$ cat config.mk
export PLATFORM = sky130hd
export DESIGN_NAME = crc16_packet_framer
export DESIGN_NICKNAME = d
export VERILOG_FILES = /design/src/sv/crcpf_pkg.sv /design/src/sv/crcpf_regs.sv /design/src/sv/crc16_packet_framer.sv
export SDC_FILE = /design/constraint.sdc
export NUM_CORES = 1
export LEC_CHECK = 0
export BUFFER_PORTS_ARGS = -buffer_cell sky130_fd_sc_hd__buf_4
export CORE_AREA = 2 2 171 106
export CTS_BUF_LIST = sky130_fd_sc_hd__clkbuf_4 sky130_fd_sc_hd__clkbuf_8 sky130_fd_sc_hd__clkbuf_16
export DETAILED_ROUTE_END_ITERATION = 10
export DIE_AREA = 0 0 173 108
export PLACE_DENSITY = 0.47
export RECOVER_POWER = 100
export SYNTH_ARGS = -nofsm -noshare
export SYNTH_HDL_FRONTEND = slang
export SYNTH_SLANG_ARGS = --single-unit
$ cat constraint.sdc
create_clock -name clk_i -period 2.3 [get_ports clk_i]
set_input_delay 0.23 -clock clk_i [delete_from_list [all_inputs] [get_ports clk_i]]
set_output_delay 0.23 -clock clk_i [all_outputs]
set_load 0.1 [all_outputs]
$ cat src/sv/crcpf_pkg.sv
`timescale 1ns / 1ps
// ----------------------------------------------------------------------------
// crcpf_pkg
// Shared types, register map and CRC-16 byte update for the packet framer.
// ----------------------------------------------------------------------------
package crcpf_pkg;

  // crc-16 constants, msb first, no reflection, no final xor
  localparam logic [15:0] CRC_POLY     = 16'h8005;
  localparam logic [15:0] CRC_SEED     = 16'hFFFF;
  localparam logic [3:0]  MAX_PREAMBLE = 4'd8;

  // register map, word index on the configuration port
  localparam int unsigned AddrWidth = 4;
  localparam logic [1:0] REG_COMMAND  = 2'd0;
  localparam logic [1:0] REG_PRE_CNT  = 2'd1;
  localparam logic [1:0] REG_PRE_VAL  = 2'd2;
  localparam logic [1:0] REG_SYNC     = 2'd3;

  // register reset values
  localparam logic [7:0]  RST_COMMAND = 8'h66;
  localparam logic [3:0]  RST_PRE_CNT = 4'd8;
  localparam logic [7:0]  RST_PRE_VAL = 8'hAA;
  localparam logic [15:0] RST_SYNC    = 16'hD391;

  // framing configuration seen by the datapath
  typedef struct packed {
    logic [7:0]  command_byte;
    logic [3:0]  preamble_count;
    logic [7:0]  preamble_value;
    logic [15:0] sync_word;
  } cfg_t;

  // fold one byte into the crc, one bit per step
  function automatic logic [15:0] crc16_byte(input logic [15:0] crc_in,
                                             input logic [7:0]  data_in);
    logic [15:0] crc;
    logic [7:0]  data;
    logic        fb;
    crc  = crc_in;
    data = data_in;
    for (int b = 0; b < 8; b++) begin
      fb   = crc[15] ^ data[7];
      crc  = {crc[14:0], 1'b0};
      if (fb) begin
        crc = crc ^ CRC_POLY;
      end
      data = {data[6:0], 1'b0};
    end
    return crc;
  endfunction

endpackage

$ cat src/sv/crcpf_regs.sv
`timescale 1ns / 1ps
// ----------------------------------------------------------------------------
// crcpf_regs
// Configuration register file with a simple APB-style slave port.
// ----------------------------------------------------------------------------
module crcpf_regs (
  input  logic                               clk_i,
  input  logic                               rst_ni,
  input  logic                               psel,
  input  logic                               penable,
  input  logic                               pwrite,
  input  logic [crcpf_pkg::AddrWidth-1:0]    paddr,
  input  logic [31:0]                        pwdata,
  output logic [31:0]                        prdata,
  output logic                               pready,
  output crcpf_pkg::cfg_t                    cfg_o
);
  import crcpf_pkg::*;

  logic [7:0]  command_q;
  logic [3:0]  pre_cnt_q;
  logic [7:0]  pre_val_q;
  logic [15:0] sync_q;
  logic        wr_en;
  logic [1:0]  reg_idx;

  assign pready  = 1'b1;
  assign reg_idx = paddr[3:2];
  assign wr_en   = psel & penable & pwrite & pready;

  // register writes
  always_ff @(posedge clk_i or negedge rst_ni) begin
    if (!rst_ni) begin
      command_q <= RST_COMMAND;
      pre_cnt_q <= RST_PRE_CNT;
      pre_val_q <= RST_PRE_VAL;
      sync_q    <= RST_SYNC;
    end else if (wr_en) begin
      case (reg_idx)
        REG_COMMAND: command_q <= pwdata[7:0];
        REG_PRE_CNT: pre_cnt_q <= pwdata[3:0];
        REG_PRE_VAL: pre_val_q <= pwdata[7:0];
        REG_SYNC:    sync_q    <= pwdata[15:0];
        default: ;
      endcase
    end
  end

  // read back
  always_comb begin
    case (reg_idx)
      REG_COMMAND: prdata = {24'd0, command_q};
      REG_PRE_CNT: prdata = {28'd0, pre_cnt_q};
      REG_PRE_VAL: prdata = {24'd0, pre_val_q};
      REG_SYNC:    prdata = {16'd0, sync_q};
      default:     prdata = 32'd0;
    endcase
  end

  assign cfg_o = '{command_byte:   command_q,
                   preamble_count: pre_cnt_q,
                   preamble_value: pre_val_q,
                   sync_word:      sync_q};

endmodule

$ cat src/sv/crc16_packet_framer.sv
`timescale 1ns / 1ps
// ----------------------------------------------------------------------------
// crc16_packet_framer
// Frames payload bytes with command, preamble and sync header plus CRC-16.
// ----------------------------------------------------------------------------
// An item is one payload byte (or an empty-frame marker). It enters an item
// register, where the CRC and frame state are already updated, and a small
// sequencer then sends its result bytes one per cycle, while the output is
// not stalled, through an output register. A mid-frame byte gives one result,
// so a frame body streams at one byte per cycle when not stalled. The first
// item of a frame adds 3 + min(preamble_count, 8) header bytes and the closing
// item adds the two CRC bytes, so such an item gives up to 14 result bytes;
// the next item is taken in the cycle its final result is loaded.
// ----------------------------------------------------------------------------
module crc16_packet_framer (
  input  logic                            clk_i,
  input  logic                            rst_ni,
  // configuration port
  input  logic                            psel,
  input  logic                            penable,
  input  logic                            pwrite,
  input  logic [crcpf_pkg::AddrWidth-1:0] paddr,
  input  logic [31:0]                     pwdata,
  output logic [31:0]                     prdata,
  output logic                            pready,
  // input channel
  input  logic                            in_valid_i,
  output logic                            in_stall_o,
  input  logic [7:0]                      payload_byte_i,
  input  logic                            last_byte_i,
  input  logic                            empty_frame_i,
  // output channel
  output logic                            out_valid_o,
  input  logic                            out_stall_i,
  output logic [7:0]                      out_byte_o,
  output logic                            run_last_o,
  output logic                            frame_end_o
);
  import crcpf_pkg::*;

  typedef enum logic [2:0] {
    PH_CMD, PH_PRE, PH_SYNC_H, PH_SYNC_L, PH_DATA, PH_CRC_H, PH_CRC_L
  } phase_e;

  cfg_t cfg;

  // frame state
  logic [15:0] crc_q, crc_d;
  logic        in_frame_q, in_frame_d;

  // item register and sequencer
  logic        h_valid_q, h_valid_d;
  logic [7:0]  h_data_q, h_data_d;
  logic        h_empty_q, h_empty_d;
  logic        h_close_q, h_close_d;
  logic [15:0] h_crc_q, h_crc_d;
  phase_e      phase_q, phase_d;
  logic [2:0]  pcnt_q, pcnt_d;

  // output register
  logic        o_valid_q, o_valid_d;
  logic [7:0]  o_byte_q, o_byte_d;
  logic        o_run_last_q, o_run_last_d;
  logic        o_fend_q, o_fend_d;

  logic        emit, emit_final, item_free, in_acc;
  logic [3:0]  pre_n;
  logic [7:0]  emit_byte;
  logic [15:0] crc_upd, crc_out;
  logic        close_in;

  crcpf_regs u_regs (
    .clk_i   (clk_i),
    .rst_ni  (rst_ni),
    .psel    (psel),
    .penable (penable),
    .pwrite  (pwrite),
    .paddr   (paddr),
    .pwdata  (pwdata),
    .prdata  (prdata),
    .pready  (pready),
    .cfg_o   (cfg)
  );

  // saturated preamble length
  assign pre_n = (cfg.preamble_count > MAX_PREAMBLE) ? MAX_PREAMBLE : cfg.preamble_count;

  // handshake
  assign emit       = h_valid_q & (~o_valid_q | ~out_stall_i);
  assign emit_final = (phase_q == PH_CRC_L) | ((phase_q == PH_DATA) & ~h_close_q);
  assign item_free  = ~h_valid_q | (emit & emit_final);
  assign in_stall_o = ~item_free;
  assign in_acc     = in_valid_i & item_free;

  // crc and frame state update at accept
  assign crc_upd  = crc16_byte(crc_q, payload_byte_i);
  assign crc_out  = empty_frame_i ? crc_q : crc_upd;
  assign close_in = empty_frame_i | last_byte_i;

  // byte of the current phase
  always_comb begin
    case (phase_q)
      PH_CMD:    emit_byte = cfg.command_byte;
      PH_PRE:    emit_byte = cfg.preamble_value;
      PH_SYNC_H: emit_byte = cfg.sync_word[15:8];
      PH_SYNC_L: emit_byte = cfg.sync_word[7:0];
      PH_DATA:   emit_byte = h_data_q;
      PH_CRC_H:  emit_byte = h_crc_q[15:8];
      PH_CRC_L:  emit_byte = h_crc_q[7:0];
      default:   emit_byte = 8'd0;
    endcase
  end

  // next-state logic
  always_comb begin
    crc_d        = crc_q;
    in_frame_d   = in_frame_q;
    h_valid_d    = h_valid_q;
    h_data_d     = h_data_q;
    h_empty_d    = h_empty_q;
    h_close_d    = h_close_q;
    h_crc_d      = h_crc_q;
    phase_d      = phase_q;
    pcnt_d       = pcnt_q;
    o_valid_d    = o_valid_q & out_stall_i;
    o_byte_d     = o_byte_q;
    o_run_last_d = o_run_last_q;
    o_fend_d     = o_fend_q;

    // sequencer step
    if (emit) begin
      o_valid_d    = 1'b1;
      o_byte_d     = emit_byte;
      o_run_last_d = emit_final;
      o_fend_d     = (phase_q == PH_CRC_L);
      case (phase_q)
        PH_CMD: begin
          pcnt_d  = 3'd0;
          phase_d = (pre_n != 4'd0) ? PH_PRE : PH_SYNC_H;
        end
        PH_PRE: begin
          pcnt_d  = pcnt_q + 3'd1;
          phase_d = (({1'b0, pcnt_q} + 4'd1) == pre_n) ? PH_SYNC_H : PH_PRE;
        end
        PH_SYNC_H: phase_d = PH_SYNC_L;
        PH_SYNC_L: phase_d = h_empty_q ? PH_CRC_H : PH_DATA;
        PH_DATA:   phase_d = PH_CRC_H;
        PH_CRC_H:  phase_d = PH_CRC_L;
        PH_CRC_L:  phase_d = PH_CRC_L;
        default:   phase_d = PH_CRC_L;
      endcase
      if (emit_final) begin
        h_valid_d = 1'b0;
      end
    end

    // accept a new item
    if (in_acc) begin
      h_valid_d = 1'b1;
      h_data_d  = payload_byte_i;
      h_empty_d = empty_frame_i;
      h_close_d = close_in;
      h_crc_d   = crc_out;
      pcnt_d    = 3'd0;
      if (!in_frame_q) begin
        phase_d = PH_CMD;
      end else if (!empty_frame_i) begin
        phase_d = PH_DATA;
      end else begin
        phase_d = PH_CRC_H;
      end
      if (close_in) begin
        crc_d      = CRC_SEED;
        in_frame_d = 1'b0;
      end else begin
        crc_d      = crc_out;
        in_frame_d = 1'b1;
      end
    end
  end

  // state and registered outputs
  always_ff @(posedge clk_i or negedge rst_ni) begin
    if (!rst_ni) begin
      crc_q        <= CRC_SEED;
      in_frame_q   <= 1'b0;
      h_valid_q    <= 1'b0;
      h_data_q     <= 8'd0;
      h_empty_q    <= 1'b0;
      h_close_q    <= 1'b0;
      h_crc_q      <= CRC_SEED;
      phase_q      <= PH_CMD;
      pcnt_q       <= 3'd0;
      o_valid_q    <= 1'b0;
      o_byte_q     <= 8'd0;
      o_run_last_q <= 1'b0;
      o_fend_q     <= 1'b0;
    end else begin
      crc_q        <= crc_d;
      in_frame_q   <= in_frame_d;
      h_valid_q    <= h_valid_d;
      h_data_q     <= h_data_d;
      h_empty_q    <= h_empty_d;
      h_close_q    <= h_close_d;
      h_crc_q      <= h_crc_d;
      phase_q      <= phase_d;
      pcnt_q       <= pcnt_d;
      o_valid_q    <= o_valid_d;
      o_byte_q     <= o_byte_d;
      o_run_last_q <= o_run_last_d;
      o_fend_q     <= o_fend_d;
    end
  end

  assign out_valid_o = o_valid_q;
  assign out_byte_o  = o_byte_q;
  assign run_last_o  = o_run_last_q;
  assign frame_end_o = o_fend_q;

  // the closing crc byte is always the final result of its item
  a_fend_is_last: assert property (@(posedge clk_i) disable iff (!rst_ni)
    out_valid_o && frame_end_o |-> run_last_o)
    else $error("frame end without run last");

  // no frame open means the crc sits at its initial value
  a_crc_idle: assert property (@(posedge clk_i) disable iff (!rst_ni)
    !in_frame_q |-> crc_q == CRC_SEED)
    else $error("crc not reset while no frame open");

  // preamble counter stays below the saturated count
  a_pre_bound: assert property (@(posedge clk_i) disable iff (!rst_ni)
    h_valid_q && phase_q == PH_PRE |-> {1'b0, pcnt_q} < pre_n)
    else $error("preamble counter overrun");

endmodule

Word-level counts from Yosys, hierarchy flattened
Index checks and enable logic that the tools add are counted.
{ "word_totals": {"out_inout_bits": 45, "register_bits": 97, "input_bits": 53} }
{ "classes": {"n_reduce_logical": 12, "addsub": 2, "n_lt_le_gt_ge": 1, "n_bitwise": 32, "n_mux": 29, "eq_ne": 10} }
{ "op_table": {"columns": ["operator", "n"], "rows": [
  ["$mux 16", 10],
  ["$pmux 32 s4", 1],
  ["$pmux 8 s7", 1],
  ["$not 3->3", 8],
  ["$mux 3", 5],
  ["$pmux 3 s5", 1],
  ["$reduce_and 2->1", 6],
  ["$eq 3x3->1 const B", 3],
  ["$xor 1x1->1", 8],
  ["$and 1x1->1", 7],
  ["$mux 1", 7],
  ["$eq 3x2->1 const B", 2],
  ["$pmux 3 s2", 1],
  ["$not 1->1", 5],
  ["$add 3x1->4 const B", 1],
  ["$eq 2x2->1 const B", 2],
  ["$eq 4x4->1", 1],
  ["$gt 4x4->1 const B", 1],
  ["$mux 2", 2],
  ["$mux 4", 1],
  ["$or 1x1->1", 4],
  ["$reduce_bool 2->1", 2],
  ["$reduce_bool 4->1", 1],
  ["$add 3x1->3 const B", 1],
  ["other kinds (5)", 5]
]} }

Logic depth before layout (Yosys ltp)
Gate-level depths: netlist of run 1.
{ "depth": {"depth_word": 18, "mapped_depth": 9} }

Hierarchy
A second synthesis of run 1 with hierarchy kept.
{ "unflattened": {"hier_cells": 478, "hier_area_um2": 5124.9} }
{ "modules_own_cells": {"columns": ["module", "cells_each", "area_each_um2", "seq_area_each_um2", "instances"], "rows": [
  ["crc16_packet_framer", 354, 3348.2, 1566.5, 1],
  ["crcpf_regs", 124, 1776.7, 922.1, 1]
]} }

Worst setup path before layout of run 1
No wires, ideal clock.
{ "synth_timing": {"path_kind": "reg2reg", "start": "reg o_valid_q (netlist: out_valid_o)", "end": "reg phase_q[1]", "setup_slack_ns": -0.020, "setup_time_ns": 0.065, "synth_period_minus_slack_ns": 2.320, "n_path_buf": 2, "t_arrival_ns": 2.254, "path_stages_with_launch": 8, "t_required_ns": 2.235, "cell_sequence": "dfrtp_1 -> a21boi_1 -> nand3_1 -> nand2_1 -> nand2_1 -> clkbuf_1 -> clkbuf_1 -> o211a_1"} }
{ "synth_via": {"elab_chain_len": 7, "word_cells_on_any_way": 8, "cone_classes": "1 x mux; 6 x bitwise; 1 x reduce/logical"} }
{ "synth_rtl": {"columns": ["element", "line", "source"], "rows": [
  ["start: declaration", "crc16_packet_framer.sv:61", "logic o_valid_q, o_valid_d;"],
  ["start signal: assignment", "crc16_packet_framer.sv:208", "o_valid_q <= o_valid_d;"],
  ["$not 1->1 *", "crc16_packet_framer.sv:89", "assign emit = h_valid_q & (~o_valid_q | ~out_stall_i);"],
  ["$or 1x1->1 *", "crc16_packet_framer.sv:89", null],
  ["$and 1x1->1 *", "crc16_packet_framer.sv:89", null],
  ["$and 1x1->1", "crc16_packet_framer.sv:91", "assign item_free = ~h_valid_q | (emit & emit_final);"],
  ["$or 1x1->1", "crc16_packet_framer.sv:91", null],
  ["$and 1x1->1", "crc16_packet_framer.sv:93", "assign in_acc = in_valid_i & item_free;"],
  ["$mux 3 / $reduce_bool 2->1 (equally long branches)", null, null],
  ["end signal: assignment", "crc16_packet_framer.sv:206", "phase_q <= phase_d;"],
  ["end: declaration", "crc16_packet_framer.sv:57", "phase_e phase_q, phase_d;"]
]} }
Every way passes the cells marked *; elsewhere a longest branch is shown, timed or not.
A chain may end at the register's enable or synchronous reset.

Final worst setup path of run 1
{ "layout_timing": {"start": "reg crc_q[13]", "end": "reg h_crc_q[15]"} }
{ "layout_via": {"elab_chain_len": 16} }
{ "layout_rtl": {"columns": ["element", "line", "source"], "rows": [
  ["start: declaration", "crc16_packet_framer.sv:48", "logic [15:0] crc_q, crc_d;"],
  ["start signal: assignment", "crc16_packet_framer.sv:199", "crc_q <= crc_d;"],
  ["$mux 16 *", "crcpf_pkg.sv:45", "if (fb) begin"],
  ["$not 3->3 (no source line)", null, null],
  ["$mux 16 *", "crcpf_pkg.sv:45", null],
  ["$xor 1x1->1 *", "crcpf_pkg.sv:43", "fb = crc[15] ^ data[7];"],
  ["$mux 16 *", "crcpf_pkg.sv:45", null],
  ["$xor 1x1->1 *", "crcpf_pkg.sv:43", null],
  ["$mux 16 *", "crcpf_pkg.sv:45", null],
  ["$xor 1x1->1 *", "crcpf_pkg.sv:43", null],
  ["$mux 16 *", "crcpf_pkg.sv:45", null],
  ["$xor 1x1->1 *", "crcpf_pkg.sv:43", null],
  ["$mux 16 *", "crcpf_pkg.sv:45", null],
  ["$xor 1x1->1 *", "crcpf_pkg.sv:43", null],
  ["$mux 16 *", "crcpf_pkg.sv:45", null],
  ["$xor 1x1->1 *", "crcpf_pkg.sv:43", null],
  ["$mux 16 *", "crcpf_pkg.sv:45", null],
  ["$mux 16 *", "crc16_packet_framer.sv:97", "assign crc_out = empty_frame_i ? crc_q : crc_upd;"],
  ["end signal: assignment", "crc16_packet_framer.sv:205", "h_crc_q <= h_crc_d;"],
  ["end: declaration", "crc16_packet_framer.sv:56", "logic [15:0] h_crc_q, h_crc_d;"]
]} }
Marked as above.

==> reports/qor.yml, run 1 <==
synthesis:
  synth_top_cell_area_share: 0.254
  synth.distinct_cells: 48
  yosysWarningCount: 0
  syn_area_um2: 5070
  yosys.area.top_type: "dfstp_2"
  synth-seq-cells: 97
  synthCells: 479
  synth_seq_area_share: 0.491
  async_reset_ff_frac: 1.00
  ys_top_cells_by_area: "dfstp_2 (25%), dfrtp_1 (24%), mux2_2 (10%)"
  synth.avg_cell_area_um2: 10.6
  synth_edf_count: 0
  synth_ff_type: "dfstp_2"
timing:
  fin_crit_ns: 2.17
  clock.fmax_ghz: 0.461
  maxSlewViolCount: 0
  tns_ns: 0
  setup_viol: 0
  worstMarginPinSlew_ns: 1.18
  finalHoldWorstSlack_ns: 0.0984
  hold_viol_final: 0
  slew_headroom: 0.217
  fin_crit_sh: 0.944
  skew_ns: 0.00731
  rsz0062_at_grt: "false"
clock_tree:
  cts-buffers-inserted: 9
  cts.sinks: 97
  cts.path.max_buffers: 2
  cts.clk_slew.worst_paths_ns: 0.07
  cts_root_buf: "clkbuf_16"
  cts_tree: "done"
  post_cts_buffers: 0
  clkLatencyLatePin_ns: 0.34
  htree_levels: 3
  cts_resized: 0
detailed_routing:
  avgViaCountPerCell: 4.74
  via_count: 3684
  firstDrtPassIters: 4
  wl_per_cell_um: 16.3
  drt_iter0_markers: 246
  routed_wl_mm: 12.7
  ant_nets: 0
  drc: 0
floorplanning:
  dieHeight_um: 108
  dieWidth_um: 173
  start_util: 0.299
  io_pins: 98
  num_rows: 37
  dieArea_um2: 18700
  coreArea_um2: 16900
pwr:
  ir_drop_mv: 0.554
  power_frac_seq: 0.339
  p_leak_nw: 2.60
  sw_frac_of_total: 0.435
  p_switching_mw: 3.92
  powerDensity_nw_per_um2: 1500
  combPwrFrac: 0.489
  power.total_mw: 9.01
  pwr-share-clk: 0.173
  internal-power_mw: 5.09
critical_path:
  critPathKind: "reg2reg"
  r2r_cells: 6
  rr_endpoint: "h_crc_q[15]$_DFFE_PN1P_"
  timing.rr.start: "crc_q[13]$_DFFE_PN1P_"
  cp-end-kind: "flip-flop"
  rrSetupSlack_ns: 0.13
  start_kind: "flip-flop"
  crit_fanout: 3
  crit_required_ns: 2.58
  cp.arrival_ns: 2.45
placed_design:
  dpl-instance-area_um2: 5800
  io_buffers: 62
  dp_hpwl_mm: 9.54
  place.gp.congestion: 0.789
grt:
  grt-ovfl-total: 0
  grt_max_degree: 46
  antenna_found_initial: 1
  grt_pass1_wl_mm: 20.4
  grt_pass1_vias: 3727
  track_usage: 0.142
final_layout:
  area_growth_pct: 18.2
  diodes: 0
  nets: 593
  layout-drive-gt1-share: 0.346
  finalCoreUtilization: 0.353
  fill_cells: 1761
  stdcell_area_um2: 5990
min_path:
  min_to: "h_valid_q$_DFFE_PN0P_"
  hold_path_class: "in2reg"
  hold_start: "in_valid_i"
  holdPathStages: 2
outcome:
  status: "completed"
flow_run:
  maxCapViolCount: 0
[per-stage QoR]
step	cells	worst slack, ns
after floorplan	494	0.286
after global placement	761	0.174
after detailed placement	761	0.185
after CTS	778	0.139
after global routing	778	0.0393
final	778	0.129
[what timing repair did]
item	4_1_cts	5_1_grt
hold buffers	1	0
endpoints found under the setup margin	0	0
hold endpoints to repair	22	0
[state kept, by name (all words and copies together) (netlist names)]
signal,cells
h_data_q,8
frame_end_o,1
h_valid_q,1
u_regs.pre_cnt_q,4
out_byte_o,8
phase_q,3
run_last_o,1
u_regs.sync_q,16
pcnt_q,3
h_close_q,1
crc_q,16
h_crc_q,16
h_empty_q,1
u_regs.command_q,8
u_regs.pre_val_q,8
out_valid_o,1
in_frame_q,1
[how the worst max path moves through the flow]
stage / slack, ns / start / endpoint / cells past startpoint
final: 0.13 / crc_q[13]$_DFFE_PN1P_ / h_crc_q[15]$_DFFE_PN1P_ / 6
after CTS: 0.14 / crc_q[13]$_DFFE_PN1P_ / h_crc_q[15]$_DFFE_PN1P_ / 6
after floorplan: 0.29 / out_valid_o$_DFF_PN0_ / crc_q[7]$_DFFE_PN1P_ / 8
after detailed placement: 0.19 / crc_q[13]$_DFFE_PN1P_ / h_crc_q[0]$_DFFE_PN1P_ / 6
after global routing: 0.04 / phase_q[2]$_DFFE_PN0P_ / out_byte_o[6]$_DFFE_PN0P_ / 6
after global placement: 0.17 / crc_q[13]$_DFFE_PN1P_ / h_crc_q[0]$_DFFE_PN1P_ / 6
[layer usage]
| layer | track usage | vias up | routed length [um] |
|---|---|---|---|
| li1 | - | 1773 | - |
| met5 | 0 | - | 0 |
| met1 | 0.205 | 1808 | 6400 |
| met2 | 0.214 | 97 | 5480 |
| met3 | 0.0345 | 6 | 729 |
| met4 | 0.0327 | 0 | 55 |
[worst max-delay path, stage by stage (launching register included)]
cell and delay (ns):
dfstp_2 0.55, xnor2_1 0.12, xnor2_1 0.35, xnor3_1 0.55, xor3_1 0.25, o211ai_2 0.15, o21a_1 0.13
[power by group through the flow]
stage | Clock, mW | Combinational, mW | Sequential [mW]
3_5_place_dp | 0 | 4.54 | 3.09
5_1_grt | 1.66 | 4.81 | 3.16
6_report | 1.56 | 4.40 | 3.05
4_1_cts | 1.60 | 4.55 | 3.06
3_3_place_gp | 0 | 4.48 | 3.07
2_1_floorplan | 0 | 3.07 | 3.37
[cells in the mapped netlist, drive strengths merged, types with 4 or more instances]
cell type  number
mux4            9
buf            29
o22ai           4
mux2           46
and3            8
mux2i          14
a31oi          13
clkbuf         16
nor2           29
nand2          87
xnor2          18
a22o            4
a21oi          11
dfstp          49
a22oi           6
nand3           7
o211ai          4
o21ai          37
dfrtp          48
[area by class of cell]
cell class / count / area (um2) / share of cell area
sequential: 97 / 2490 / 0.416
multi-input combinational: 350 / 2380 / 0.397
tap: 234 / 293 / 0.0489
clock inverter: 3 / 40.0 / 0.00669
clock buffer: 13 / 268 / 0.0447
inverter: 2 / 7.51 / 0.00125
timing repair buffer: 79 / 513 / 0.0857
[cell families (layout without fill, tap and decap cells)]
| logic type | Yosys count | count (layout) | synth area share |
|---|---|---|---|
| flops | 97 | 97 | 0.491 |
| buf+inv | 47 | 97 | 0.0494 |
| simple gates | 150 | 150 | 0.129 |
| mux | 69 | 69 | 0.170 |
| other cells | 2 | 17 | 0.00148 |
| compound gates | 90 | 90 | 0.110 |
| fa+ha+maj | 1 | 1 | 0.00247 |
| xor+xnor | 23 | 23 | 0.0472 |
[layout by cell type, fill, tap and decap left out, drive strengths merged, types with 2 or more instances in the layout]
master	instances
xnor2	18
o21a	2
nand2	87
nor2b	3
nand2b	3
buf	44
dfrtp	48
nand3	7
nand3b	2
nor3	3
clkbuf	47
clkinv	2
mux2	46
nor3b	3
and3	8
nand4b	2
nor2	29
a22o	4
xor2	3
conb	17
a31oi	13
mux4	9
a22oi	6
o21ai	37
dfstp	49
o211ai	4
inv	2
o22a	2
o22ai	4
mux2i	14
a21oi	11
Power figures use the tool's default switching activity.
==> inputs of run 2 (changes only) <==
--- a/config.mk
+++ b/config.mk
@@ -12,6 +12,7 @@
 export DIE_AREA = 0 0 173 108
 export PLACE_DENSITY = 0.47
 export RECOVER_POWER = 100
+export REMOVE_ABC_BUFFERS = 1
 export SYNTH_ARGS = -nofsm -noshare
 export SYNTH_HDL_FRONTEND = slang
 export SYNTH_SLANG_ARGS = --single-unit
==> run 2 against run 1 <==
Cell count shrank 0.26%. Largest power group unchanged. Sequential cell count unchanged. Wire length grew 0.58%. Total power fell by 1.8%. Critical endpoint unchanged. Critical path type unchanged.
==> reports/qor.yml, run 2 (synthesis results as in run 1) <==
timing:
  clock.fmax_ghz: 0.471  # +2.2%
  maxSlewViolCount: 0  # unchanged
  setup_slack_ns: 0.175  # +0.0459 ns
  setup_viol: 0  # unchanged
  worstMarginPinSlew_ns: 1.19  # +0.00696 ns
  fin_crit_ns: 2.13  # -0.0459 ns
  fin_crit_sh: 0.924  # -0.0199
  tns_ns: 0  # unchanged
  slew_headroom: 0.212  # -0.00462
  rsz0062_at_grt: "false"
  skew_ns: 0.00862  # +0.00131 ns
  hold_viol_final: 0  # unchanged
final_layout:
  final_cell_mix: "nand2_1 (87), dfstp_2 (49), dfrtp_1 (48)"
  final_common_cell: "nand2_1"
  regArea_um2: 2490  # about the same
  fill_cells: 1726  # -2.0%
  largest_registers: "crc_q: 16 flops, h_crc_q: 16 flops, u_regs.sync_q: 16 flops"
  diodes: 0  # unchanged
  multiInputGateArea_um2: 2380  # +0.26%
  area_growth_pct: 17.7
  nets: 591  # -0.34%
  layout-drive-gt1-share: 0.343  # -0.00241
floorplanning:
  io_pins: 98  # unchanged
  dieHeight_um: 108  # unchanged
  num_rows: 37  # unchanged
  coreArea_um2: 16900  # unchanged
  dieWidth_um: 173  # unchanged
  start_util: 0.299  # unchanged
  dieArea_um2: 18700  # unchanged
grt:
  grt_pass1_vias: 3821  # +2.5%
  antenna_found_initial: 0  # -1
  grt-ovfl-total: 0  # unchanged
  grt_pass1_wl_mm: 20.8  # +1.9%
  grt_max_degree: 82  # +78%
  track_usage: 0.144  # +0.00238
detailed_routing:
  drt_iter0_markers: 174  # -29%
  avgViaCountPerCell: 4.71  # -0.48%
  drc: 0  # unchanged
  wl_per_cell_um: 16.4  # +0.84%
  ant_nets: 0  # unchanged
  firstDrtPassIters: 4  # unchanged
  routed_wl_mm: 12.7  # +0.58%
  via_count: 3657  # -0.73%
placed_design:
  pre_cts_ws_ns: 0.211  # +0.0253 ns
  io_buffers: 62  # unchanged
  dp_hpwl_mm: 9.36  # -1.9%
  place.gp.congestion: 0.755  # -4.4%
pwr:
  powerDensity_nw_per_um2: 1480  # -1.4%
  ir_drop_mv: 0.510  # -8.0%
  p_leak_nw: 2.57  # -1.1%
critical_path:
  cp_cell_sequence: "xnor2_1, xnor2_1, xnor3_2, xor3_1, o211ai_2, o21a_1"
  cp.depth: 6  # unchanged
  r2r_cells: 6  # unchanged
  path_buf_inv: 0  # unchanged
  critPathMaxStageDelay_ns: 0.55  # about the same
  crit_fanout: 3  # unchanged
  critPathKind: "reg2reg"
  critPathTopFamily: "XOR/XNOR gates"
  crit_required_ns: 2.59  # about the same
  cp_slowest_cell: "dfstp_2"
  cpMostUsedCell: "xnor2_1"
  cp-end-kind: "flip-flop"
  cp.arrival_ns: 2.41  # -0.04 ns
  start_kind: "flip-flop"
clock_tree:
  htree_levels: 3  # unchanged
  cts.sinks: 97  # unchanged
  cts.clk_slew.worst_paths_ns: 0.07  # about the same
  clkLatencyLatePin_ns: 0.35  # about the same
  cts-buffers-inserted: 9  # unchanged
  post_cts_buffers: 0  # unchanged
  cts_root_buf: "clkbuf_16"
  cts.path.max_buffers: 2  # unchanged
  cts_tree: "done"
min_path:
  holdPathStages: 2  # unchanged
  hold_path_class: "in2reg"
outcome:
  status: "completed"
flow_run:
  maxCapViolCount: 0  # unchanged
-- run 2: cell count changes in the layout (fill, tap and decap cells not counted), moves of 2 or more --
cell,previous run,this run
buf_2,4,0
clkbuf_2,18,15
buf_12,2,0
clkbuf_4,4,6
clkinv_4,0,2
clkinvlp_4,0,2
-- run 2: report_power, final --
group | switching, mW | internal (mW) | total (mW)
combinational | 2.73 | 1.58 | 4.31
clock | 0.672 | 0.831 | 1.50
sequential | 0.456 | 2.57 | 3.03
total | 3.86 | 4.99 | 8.84
-- run 2: worst paths after layout --
kind | startpoint | endpoint | slack (ns)
setup reg to reg | crc_q[12]$_DFFE_PN1P_ | h_crc_q[15]$_DFFE_PN1P_ | 0.17
setup / recovery | crc_q[12]$_DFFE_PN1P_ | h_crc_q[15]$_DFFE_PN1P_ | 0.17
min in group asynchronous | rst_ni | h_valid_q$_DFFE_PN0P_ | 0.54
hold / removal | in_valid_i | h_valid_q$_DFFE_PN0P_ | 0.09
max in group asynchronous | rst_ni | h_data_q[6]$_DFFE_PN0P_ | 0.49
hold reg to reg | crc_q[14]$_DFFE_PN1P_ | crc_q[14]$_DFFE_PN1P_ | 0.47
-- run 2: layer usage --
layer | global-route usage | part of all wire | vias to the layer above
li1 | - | - | 1771
met4 | 0.0393 | 0.010 | 0
met2 | 0.219 | 0.43 | 73
met5 | 0 | 0 | -
met1 | 0.205 | 0.52 | 1801
met3 | 0.0352 | 0.039 | 12
-- run 2: through the flow --
step,hold slack (ns),util,total power [mW],instances,area (um2)
after floorplan,-0.0656,-,6.32,449,4880
after global placement,0.111,0.340,7.44,759,5760
after detailed placement,0.111,0.340,7.51,759,5760
after CTS,0.0846,0.358,9.05,776,6070
after global routing,0.0869,0.352,9.47,776,5960
final,0.0936,0.352,8.84,776,5960
-- run 2: timing repair --
action	4_1_cts	5_1_grt
endpoints found under the hold margin	16	0
resized for setup	0	0
hold buffers	1	0
-- run 2: layout make-up --
type | instances | area share
clock buffers | 11 | 0.0443
clock inverters | 5 | 0.00629
inverters | 2 | 0.00126
multi-input cells | 350 | 0.400
flip-flops and latches | 97 | 0.417
well taps | 234 | 0.0491
repair buffers | 77 | 0.0822
==> inputs of run 3 (changes only) <==
--- a/config.mk
+++ b/config.mk
@@ -5,12 +5,12 @@
 export SDC_FILE = /design/constraint.sdc
 export NUM_CORES = 1
 export LEC_CHECK = 0
-export BUFFER_PORTS_ARGS = -buffer_cell sky130_fd_sc_hd__buf_4
 export CORE_AREA = 2 2 171 106
 export CTS_BUF_LIST = sky130_fd_sc_hd__clkbuf_4 sky130_fd_sc_hd__clkbuf_8 sky130_fd_sc_hd__clkbuf_16
 export DETAILED_ROUTE_END_ITERATION = 10
 export DIE_AREA = 0 0 173 108
-export PLACE_DENSITY = 0.47
+export DONT_BUFFER_PORTS = 1
+export PLACE_DENSITY = 0.42
 export RECOVER_POWER = 100
 export REMOVE_ABC_BUFFERS = 1
 export SYNTH_ARGS = -nofsm -noshare
==> run 3 against run 2 <==
The flow now finishes with violations (hold timing). Sequential share of layout area increased by 1.2 points. Clock skew decreased by 0.00094 ns. Via count decreased by 2.7%. Final area decreased by 2.8%. Total power increased by 1.4%. Fmax decreased by 0.36%. Hold slack got worse by 0.51 ns. Clock power increased by 12%. Global-route usage increased by 0.36 points.
==> reports/qor.yml, run 3 (synthesis results as in run 1) <==
placed_design:
  dpl-instance-area_um2: 5500  # -4.4%
  dp_hpwl_mm: 9.31  # -0.59%
  pre_cts_ws_ns: 0.145  # -0.0660 ns
  placedCellCount: 723  # -4.7%
  io_buffers: 0  # -100%
  place.gp.congestion: 0.758  # +0.50%
min_path:
  hold_path_class: "in2async"
clock_tree:
  cts_tree: "done"
  postCtsHoldBufs: 7  # +6
  cts-buffers-inserted: 9  # unchanged
  cts.clk_slew.worst_paths_ns: 0.06  # about the same
  htree_levels: 3  # unchanged
  clkLatencyLatePin_ns: 0.34  # about the same
  cts.path.max_buffers: 2  # unchanged
  cts.sinks: 97  # unchanged
  cts_root_buf: "clkbuf_16"
  post_cts_buffers: 0  # unchanged
floorplanning:
  dieArea_um2: 18700  # unchanged
  start_util: 0.299  # unchanged
  num_rows: 37  # unchanged
  coreArea_um2: 16900  # unchanged
  io_pins: 98  # unchanged
  dieHeight_um: 108  # unchanged
  dieWidth_um: 173  # unchanged
timing:
  setup_slack_ns: 0.167  # -0.00767 ns
  clock.fmax_ghz: 0.469  # -0.36%
  finalHoldWorstSlack_ns: -0.417  # -0.510 ns
  setup_viol: 0  # unchanged
  slew_headroom: 0.189  # -0.0230
  fin_crit_sh: 0.927  # +0.00333
  maxSlewViolCount: 0  # unchanged
  worstMarginPinSlew_ns: 1.22  # +0.0294 ns
  fin_crit_ns: 2.13  # +0.00767 ns
  rsz0062_at_grt: "false"
  skew_ns: 0.00768  # -0.000943 ns
  hold_viol_final: 97  # +97
final_layout:
  stdcell_area_um2: 5800  # -2.8%
  largest_registers: "crc_q: 16 flops, h_crc_q: 16 flops, u_regs.sync_q: 16 flops"
  layout-drive-gt1-share: 0.285  # -0.0580
  final_cell_mix: "nand2_1 (87), dfstp_2 (48), dfrtp_1 (48)"
  finalCoreUtilization: 0.342  # -0.00997
  fill_cells: 1779  # +3.1%
  regArea_um2: 2490  # unchanged
  nets: 561  # -5.1%
  final_common_cell: "nand2_1"
  area_growth_pct: 14.4
  stdcell_count: 746  # -3.9%
  multiInputGateArea_um2: 2380  # about the same
  diodes: 0  # unchanged
critical_path:
  start_kind: "flip-flop"
  cp_cell_sequence: "xnor2_1, xnor2_2, xnor3_1, xor2_1, o311ai_0"
  crit_fanout: 3  # unchanged
  cp.arrival_ns: 2.36  # -0.05 ns
  rrSetupSlack_ns: 0.17  # about the same
  critPathKind: "reg2reg"
  cp_slowest_cell: "dfstp_2"
  r2r_cells: 5  # -1
  timing.rr.start: "crc_q[13]$_DFFE_PN1P_"
  cp-end-kind: "flip-flop"
  critPathMaxStageDelay_ns: 0.55  # about the same
  rr_endpoint: "h_crc_q[1]$_DFFE_PN1P_"
  crit_required_ns: 2.53  # -0.06 ns
grt:
  grt_pass1_vias: 3667  # -4.0%
  grt_max_degree: 98  # +20%
  grt-ovfl-total: 0  # unchanged
  antenna_found_initial: 0  # unchanged
  grt_pass1_wl_mm: 21.1  # +1.7%
  track_usage: 0.148  # +0.00357
detailed_routing:
  firstDrtPassIters: 4  # unchanged
  drc: 0  # unchanged
  routed_wl_mm: 13.1  # +3.1%
  avgViaCountPerCell: 4.77  # +1.3%
  wl_per_cell_um: 17.6  # +7.3%
  via_count: 3560  # -2.7%
  drt_iter0_markers: 221  # +27%
  ant_nets: 0  # unchanged
pwr:
  ir_drop_mv: 0.447  # -13%
  p_leak_nw: 2.45  # -4.8%
  powerDensity_nw_per_um2: 1550  # +4.4%
  power.total_mw: 8.97  # +1.4%
flow_run:
  maxCapViolCount: 0  # unchanged
outcome:
  status: "complete, but fails checks"
  violations: "hold timing"
==> run 3: final cells by class <==
| class | instances | share of cell area |
|---|---|---|
| Clock buffer | 14 | 0.0475 |
| Clock inverter | 2 | 0.0104 |
| Inverter | 2 | 0.00130 |
| Multi-Input combinational cell | 350 | 0.411 |
| Sequential cell | 97 | 0.429 |
| Tap cell | 234 | 0.0505 |
| Timing Repair Buffer | 47 | 0.0494 |
==> run 3: worst max-delay path by stage <==
stage	startpoint	to	slack, ns
global route	h_valid_q$_DFFE_PN0P_	phase_q[0]$_DFFE_PN0P_	0.07
finish	crc_q[13]$_DFFE_PN1P_	h_crc_q[1]$_DFFE_PN1P_	0.17
global placement	crc_q[13]$_DFFE_PN1P_	h_crc_q[15]$_DFFE_PN1P_	0.21
detailed placement	crc_q[13]$_DFFE_PN1P_	h_crc_q[15]$_DFFE_PN1P_	0.14
CTS	crc_q[13]$_DFFE_PN1P_	h_crc_q[15]$_DFFE_PN1P_	0.12
floorplan	out_valid_o$_DFF_PN0_	crc_q[8]$_DFFE_PN1P_	-0.57
==> run 3: layer usage <==
layer | share of wire | global-route usage | vias to the layer above | wire length (um)
li1 | - | - | 1702 | -
met1 | 0.52 | 0.216 | 1771 | 6810
met2 | 0.42 | 0.216 | 74 | 5510
met3 | 0.052 | 0.0436 | 13 | 677
met4 | 0.0097 | 0.0297 | 0 | 127
met5 | 0 | 0 | - | 0
==> run 3: critical path: cells and delay by family, from the launching register on <==
| kind | cells | cell delay (ns) |
|---|---|---|
| xor gates and xnor gates | 4 | 1.15 |
| DFF | 1 | 0.55 |
| AOI/OAI and AO/OA | 1 | 0.31 |
==> run 3: timing repair <==
item                       CTS  global route
resized for setup            0             1
setup endpoints to repair    0             1
hold endpoints to repair   104            97
==> run 3: through the flow <==
| step | hold WS (ns) | setup TNS (ns) |
|---|---|---|
| after floorplan | -0.0656 | -14.67 |
| after global placement | -0.0613 | 0 |
| after detailed placement | -0.0623 | 0 |
| after CTS | -0.432 | 0 |
| after global routing | -0.440 | 0 |
| final | -0.417 | 0 |
==> run 3: power by group <==
part | leakage, nW | internal (mW) | switching [mW]
clock network | 0.167 | 1.05 | 0.633
logic | 1.17 | 1.56 | 2.70
registers | 1.10 | 2.57 | 0.456
total | 2.45 | 5.19 | 3.79
